[src/rrsl_pkg.sv]
// ----------------------------------------------------------------------------
// rrsl_pkg: shared types and constants of the ranked scan list
// Holds the item codes, the status codes, the stored entry layout and the
// byte mask used to zero SSID bytes beyond the length.
// ----------------------------------------------------------------------------
package rrsl_pkg;

  // Fixed SSID geometry: four 64-bit words, up to 32 bytes.
  localparam int unsigned SSID_BYTES = 32;
  localparam int unsigned SSID_BITS = 256;
  localparam int unsigned LEN_W = 6;
  localparam int unsigned RSSI_W = 8;

  // Default list depth.
  localparam int unsigned MAX_ENTRIES_DEF = 16;

  // Item operation codes.
  localparam logic [1:0] OP_ADD = 2'd0;
  localparam logic [1:0] OP_CLEAR = 2'd1;
  localparam logic [1:0] OP_READ = 2'd2;

  // Result status codes.
  localparam logic [2:0] ST_INSERTED = 3'd0;
  localparam logic [2:0] ST_BAD_SSID = 3'd1;
  localparam logic [2:0] ST_WEAK_DUP = 3'd2;
  localparam logic [2:0] ST_DROPPED = 3'd3;
  localparam logic [2:0] ST_CLEARED = 3'd4;
  localparam logic [2:0] ST_READ_OK = 3'd5;
  localparam logic [2:0] ST_READ_BAD = 3'd6;

  // One list entry as it sits in the entry memory.
  typedef struct packed {
    logic [SSID_BITS-1:0] ssid;
    logic [LEN_W-1:0] len;
    logic [RSSI_W-1:0] rssi;
  } entry_t;

  // Result of comparing one stored entry against the incoming key.
  typedef struct packed {
    logic same;  // Same SSID (length and bytes).
    logic ge;    // Stored RSSI is at least the key RSSI.
  } cmp_t;

  // Keeps the bytes below len and clears the rest.
  function automatic logic [SSID_BITS-1:0] ssid_mask(input logic [LEN_W-1:0] len);
    logic [SSID_BITS-1:0] m;
    m = '0;
    for (int b = 0; b < SSID_BYTES; b++) begin
      if (LEN_W'(b) < len) begin
        m[b*8 +: 8] = 8'hFF;
      end
    end
    return m;
  endfunction

endpackage

[src/rrsl_cmp.sv]
// ----------------------------------------------------------------------------
// rrsl_cmp: entry compare unit
// Compares one stored entry with the key of the add in progress: SSID
// identity (length and masked bytes) and signed RSSI order.
// ----------------------------------------------------------------------------
module rrsl_cmp (
  input  rrsl_pkg::entry_t                 ent_i,
  input  logic [rrsl_pkg::SSID_BITS-1:0]   key_ssid_i,
  input  logic [rrsl_pkg::LEN_W-1:0]       key_len_i,
  input  logic [rrsl_pkg::RSSI_W-1:0]      key_rssi_i,
  output rrsl_pkg::cmp_t                   res_o
);

  // Stored bytes beyond the length are zero, as are the key's, so a plain
  // word compare is enough once the lengths agree.
  always_comb begin
    res_o.same = (ent_i.len == key_len_i) && (ent_i.ssid == key_ssid_i);
    res_o.ge = $signed(ent_i.rssi) >= $signed(key_rssi_i);
  end

endmodule

[config.mk]
export PLATFORM = sky130hd
export DESIGN_NAME = rrsl_cmp
export DESIGN_NICKNAME = d
export VERILOG_FILES = /design/src/rrsl_pkg.sv /design/src/rrsl_cmp.sv
export SDC_FILE = /design/constraint.sdc
export NUM_CORES = 1
export LEC_CHECK = 0
export ABC_AREA = 1
export BUFFER_PORTS_ARGS = -buffer_cell sky130_fd_sc_hd__buf_4
export CAP_MARGIN = 20
export CORE_AREA = 2 2 213 215
export DETAILED_ROUTE_END_ITERATION = 8
export DIE_AREA = 0 0 215 217
export PLACE_DENSITY = 0.41
export SLEW_MARGIN = 30
export SYNTH_ARGS = -nofsm -noshare
export SYNTH_HDL_FRONTEND = slang
export SYNTH_SLANG_ARGS = --single-unit
[constraint.sdc]
create_clock -name vclk -period 2.4
set_input_delay 0.24 -clock vclk [all_inputs]
set_output_delay 0.24 -clock vclk [all_outputs]
set_load 0.05 [all_outputs]
==> qor.txt, run 1 <==
crit share post-route - 0.853
vias in the first global route - 6,068
crit-path cells - buf_4, inv_1, nand2_1, nand2_1, nand2_1, nor2_1, nand2_1, nor2_1, nand2_1, nor2_1, nand3_1, nor2_1, buf_4
Fin. Hold Viols - 0
postcts setup bufs - 0
synthesis-to-layout area growth - 122%
Mapped Area - 3940 µm²
vias post-DR - 6,015
initial antenna violation count - 0
WS Path Type - in -> out
DIE HEIGHT - 217 µm
P_sw - 0.504 mW
fin area - 8760 µm²
met3 global-route usage - 0.0141
Pleak - 4.59 nW
placed insts - 1,889
fillers - 5,167
Arr. time, crit path - 1.81 ns
Min Hold Slack - 0.999 ns
CP max-delay cell - buf_4
Hold Path Class - in -> out
die span in x - 215 µm
met2 Usage GRT - 0.170
RSZ-0062 raised after global routing - no
sequential area share after synthesis - 0
DP Area - 8760 µm²
Reg area - 0 µm²
CP most frequent cell - nand2_1
Mapped Avg Cell Area - 5.28 µm²
max incr delay on CP - 0.21 ns
final setup fails - 0
Core ar. - 44,700 µm²
ANT cells - 0
Via density - 3.18
fmax - 489 MHz
P_int - 0.875 mW
CLK BUF - 0
Most Used Layer, Global Route - met2
CP endpoint kind - output port
pin count of the biggest net entering global routing - 3
Flop pwr share - 0
grt met1 use - 0.110
leading cell type in the layout, fill and taps excluded - buf_4
Least-Margin Pin Slew - 0.441 ns
yosys warns - 0
DR WL/cell - 12.2 µm
first-pass GRT wire length - 32,900 µm
setup TNS - 0 ns
Buf/Inv on CP - 3
Netlist cell types - 16
Tmin final - 2.05 ns
Cells after Synth - 747
Non-Filler Instances - 1,889
Worst Path Required - 2.16 ns
fin nets - 1,839
overall power - 1.38 mW
slew margin rel. - 0.704
DRC marker count from the first detailed-route iteration - 144
DR DRC count - 0
Clock Power Share - 0
drt total wl - 23,000 µm
Logic pwr share - 1.000
CP startpoint kind - input port
most frequent cells in the layout - buf_4 (542), nand2_1 (280), xnor2_1 (184), inv_1 (137), nor2_1 (81)
Max rail drop VDD - 0.0545 mV
CP max FO - 2
post-route ant nets - 0
CTS Hold Bufs - 0
number of max-cap violations - 0
run status - complete, no violations
# IOs - 542
initial core utilization - 0.0882
Resize count post-CTS - 0
fraction of layout instances using a drive strength above 1 - 0.421
Total Routing Usage GR - 0.0901
1st-pass router iterations - 4
Seq cells - 0
cell family with most CP delay - simple AND/OR/NAND/NOR gates
switching part of the total power - 0.366
grt ovf - 0
Final HPWL DP - 22,200 µm
die area - 46,700 µm²
PortBufs - 542
GPL Wtd Cong - 0.819
Rows - 78
Multi-input gate area - 3430 µm²
Max Slew Vio Count - 0
Cell Pwr Density - 157 nW/µm²
syn nets - 1,295
==> cell families (layout without fill, tap and decap cells) <==
| logic type | count (synthesis) | count (layout) | share of synthesized area |
|---|---|---|---|
| buffers and inverters | 137 | 679 | 0.130 |
| AND/OR/NAND/NOR | 391 | 391 | 0.390 |
| AO/OA/AOI/OAI | 18 | 18 | 0.0260 |
| XOR/XNOR | 193 | 193 | 0.429 |
| adder cells (fa/ha/maj) | 8 | 8 | 0.0254 |
==> cell type report <==
cell class,count,share of cell area
repair buffers,542,0.464
well taps,600,0.0857
inverters,137,0.0587
multi-input cells,610,0.391
==> cells in the mapped netlist <==
cell type | count | area, µm²
o22ai_1 | 6 | 37.5
ha_1 | 8 | 100
nand4_1 | 24 | 150
xnor2_1 | 184 | 1610
a21oi_1 | 2 | 10.0
xor2_1 | 9 | 78.8
a21o_1 | 1 | 7.51
a22oi_1 | 1 | 7.51
o21ai_0 | 6 | 30.0
o21ai_1 | 2 | 10.0
nor2_2 | 1 | 6.26
nand2_1 | 280 | 1050
nor2_1 | 81 | 304
nand3_1 | 4 | 20.0
inv_1 | 137 | 514
nor3_1 | 1 | 5.00
==> worst min-delay path, cell delays in order <==
cell and delay (ns):
buf_4 0.08, ha_1 0.16, a22oi_1 0.09, buf_4 0.20
==> metrics by stage <==
stage	setup slack (ns)	utilization
after floorplan	0.491	-
after global placement	0.111	0.196
after detailed placement	0.147	0.196
after CTS	0.145	0.196
after global routing	0.0806	0.196
final	0.354	0.196
==> routing by layer <==
| metal | vias to the layer above | routed length (µm) |
|---|---|---|
| met2 | 247 | 11800 |
| met5 | - | 0 |
| met3 | 14 | 1740 |
| met1 | 2480 | 9150 |
| li1 | 3274 | - |
| met4 | 0 | 283 |
==> power groups by stage <==
stage	registers (mW)	logic, mW	clock network, mW
detailed placement	0	1.39	0
finish	0	1.38	0
global route	0	1.52	0
floorplan	0	0.508	0
CTS	0	1.40	0
global placement	0	1.38	0
==> worst paths after layout <==
path | cells after the start | start | to
hold / removal | 4 | ent_i[7] | res_o[0]
setup / recovery | 13 | ent_i[101] | res_o[1]
Note: power is estimated with default switching activity, not from simulation.
==> run 2, diff against run 1 <==
--- a/config.mk
+++ b/config.mk
@@ -5,13 +5,13 @@
 export SDC_FILE = /design/constraint.sdc
 export NUM_CORES = 1
 export LEC_CHECK = 0
-export ABC_AREA = 1
 export BUFFER_PORTS_ARGS = -buffer_cell sky130_fd_sc_hd__buf_4
 export CAP_MARGIN = 20
-export CORE_AREA = 2 2 213 215
+export CORE_AREA = 2 2 209 211
 export DETAILED_ROUTE_END_ITERATION = 8
-export DIE_AREA = 0 0 215 217
-export PLACE_DENSITY = 0.41
+export DIE_AREA = 0 0 211 213
+export PLACE_DENSITY = 0.4
+export SKIP_LAST_GASP = 1
 export SLEW_MARGIN = 30
 export SYNTH_ARGS = -nofsm -noshare
 export SYNTH_HDL_FRONTEND = slang
==> run 2 against run 1 <==
Largest power group unchanged. Combinational power is 8% lower. The flow now finishes with violations (setup timing). Wire length is 10% lower. Cell area is 8.8% lower. Maximum frequency is 16% lower. Synthesized cell count is 49% lower.
==> qor.txt, run 2 <==
CP endpoint kind - output port
Logic pwr share - 1.000 (about the same)
DR WL/cell - 13.9 µm (+14%)
sequential area share after synthesis - 0 (unchanged)
slew margin rel. - 0.614 (-0.0900)
die span in x - 211 µm (-1.9%)
DRC marker count from the first detailed-route iteration - 91 (-37%)
Yosys top cell area share - 0.390 (-0.0186)
cell taking the most area after synthesis - xor2_1
Worst Path Required - 2.16 ns (about the same)
yosys warns - 0 (unchanged)
Arr. time, crit path - 2.21 ns (+0.40 ns)
Reg area - 0 µm² (unchanged)
syn nets - 930 (-28%)
Via density - 3.16 (-0.61%)
most frequent cells in the layout - buf_4 (556), xor2_1 (136), xnor2_1 (120), nand4_1 (42), nor4_1 (37)
grt ovf - 0 (unchanged)
WS Path Type - in -> out
post-route ant nets - 0 (unchanged)
most common cell in the netlist - xor2_1
Hold Path Class - in -> out
Seq cells - 0 (unchanged)
RSZ-0062 raised after global routing - yes
Fin. Hold Viols - 0 (unchanged)
DR DRC count - 0 (unchanged)
# IOs - 542 (unchanged)
PortBufs - 542 (unchanged)
DIE HEIGHT - 213 µm (-1.8%)
synthesis-to-layout area growth - 162%
ANT cells - 0 (unchanged)
run status - finished, violations left
overall power - 1.27 mW (-8.0%)
crit share post-route - 1.02 (+0.168)
CP startpoint kind - input port
initial core utilization - 0.0715 (-0.0167)
main area contributors after synthesis - xor2_1 (39%), xnor2_1 (34%), nor4_1 (8.8%)
Pleak - 3.76 nW (-18%)
CLK BUF - 0 (unchanged)
Cells after Synth - 382 (-49%)
final setup fails - 1 (+1)
Cell Pwr Density - 159 nW/µm² (+0.88%)
CP max FO - 1 (-1)
Synth top cells by count - xor2_1 (136), xnor2_1 (120), nor4_1 (43), nand4_1 (42), inv_1 (15)
fmax - 408 MHz (-16%)
P_int - 0.837 mW (-4.3%)
leading cell type in the layout, fill and taps excluded - buf_4
crit-path cells - buf_4, xor2_1, nor4_1, nand4_1, nor4_4, buf_4, nand4_1, nor3_2, buf_4, buf_8
vias in the first global route - 4,994 (-18%)
number of max-cap violations - 0 (unchanged)
switching part of the total power - 0.340 (-0.0254)
drt total wl - 20,700 µm (-10%)
1st-pass router iterations - 4 (unchanged)
Least-Margin Pin Slew - 0.574 ns (+0.133 ns)
Mapped Avg Cell Area - 8.00 µm² (+51%)
pin count of the biggest net entering global routing - 4 (+1)
Total Routing Usage GR - 0.0810 (-0.00913)
Netlist cell types - 20 (+4)
fraction of layout instances using a drive strength above 1 - 0.601 (+0.180)
Non-Filler Instances - 1,487 (-21%)
max incr delay on CP - 0.42 ns (+0.21 ns)
Core ar. - 42,700 µm² (-4.5%)
failing checks - setup timing
Max Slew Vio Count - 0 (unchanged)
Final Worst Setup Slack - -0.0492 ns (-0.403 ns)
CP max-delay cell - nor4_4
P_sw - 0.432 mW (-14%)
Min Hold Slack - 1.03 ns (+0.0354 ns)
die area - 44,900 µm² (-3.7%)
Final HPWL DP - 20,000 µm (-9.7%)
initial antenna violation count - 0 (unchanged)
Tmin final - 2.45 ns (+0.403 ns)
Clock Power Share - 0 (unchanged)
first-pass GRT wire length - 27,600 µm (-16%)
Flop pwr share - 0 (unchanged)
Rows - 76 (-2.6%)
Max rail drop VDD - 0.0646 mV (+18%)
fillers - 4,833 (-6.5%)
GPL Wtd Cong - 0.840 (+2.5%)
placed insts - 1,487 (-21%)
Mapped Area - 3050 µm² (-23%)
fin nets - 1,491 (-19%)
CP most frequent cell - buf_4
vias post-DR - 4,706 (-22%)
-- run 2: changes by cell type in the layout (fill, tap and decap cells not counted), sizes merged, moves of 3 or more --
cell,before,now
nor2,82,1
nor4,0,43
nand3,4,0
o21ai,8,1
nand2,280,0
xor2,9,136
buf,542,559
nand4,24,42
inv,137,15
xnor2,184,120
o22ai,6,3
-- run 2: path summary, 6_finish.rpt --
kind,start,endpoint,depth (start not counted)
min,ent_i[7],res_o[0],4
max,key_ssid_i[167],res_o[1],10
-- run 2: kinds of logic after synthesis --
family                   count (synthesis)  share of synthesized area
XOR/XNOR                               256                      0.734
buffers and inverters                   15                     0.0184
AND/OR/NAND/NOR                         90                      0.184
AO/OA/AOI/OAI                           13                     0.0303
adder cells (fa/ha/maj)                  8                     0.0328
-- run 2: critical path, delay by kind of cell --
| family | cells | cell delay [ns] |
|---|---|---|
| AND/OR/NAND/NOR | 5 | 1.21 |
| buffers and inverters | 4 | 0.58 |
| XOR/XNOR | 1 | 0.18 |
-- run 2: layer usage --
metal,GRT usage,up-vias,share of wire,wire length (µm)
li1,-,2452,-,-
met1,0.107,2018,0.41,8470
met2,0.150,232,0.53,10900
met3,0.00750,4,0.062,1290
met4,0.00194,0,0.0026,53
met5,0,-,0,0
-- run 2: cell type report --
type	instances	area [µm²]	share of cell area
inverters	15	56.3	0.00704
multi-input cells	367	3040	0.381
well taps	546	683	0.0854
repair buffers	559	4210	0.527
-- run 2: power groups by stage --
stage / clock, mW / sequential, mW / combinational (mW)
final: 0 / 0 / 1.27
after detailed placement: 0 / 0 / 1.27
after global routing: 0 / 0 / 1.38
after global placement: 0 / 0 / 1.26
after floorplan: 0 / 0 / 0.394
after CTS: 0 / 0 / 1.28
-- run 2: per-stage QoR --
stage	setup TNS (ns)	utilization	cell area, µm²	setup WS [ns]
finish	-0.0492	0.187	8000	-0.0492
global route	-0.259	0.187	8000	-0.259
CTS	-0.146	0.187	7990	-0.146
detailed placement	-0.573	0.186	7930	-0.573
global placement	-0.512	0.186	7930	-0.512
floorplan	0	-	3050	0.340
-- run 2: timing repair --
item / in CTS / in global routing
pin swaps: 8 / 1
setup endpoints to repair: 1 / 1
resized for setup: 10 / 1
buffers inserted: 0 / 0
hold buffers: 0 / 0
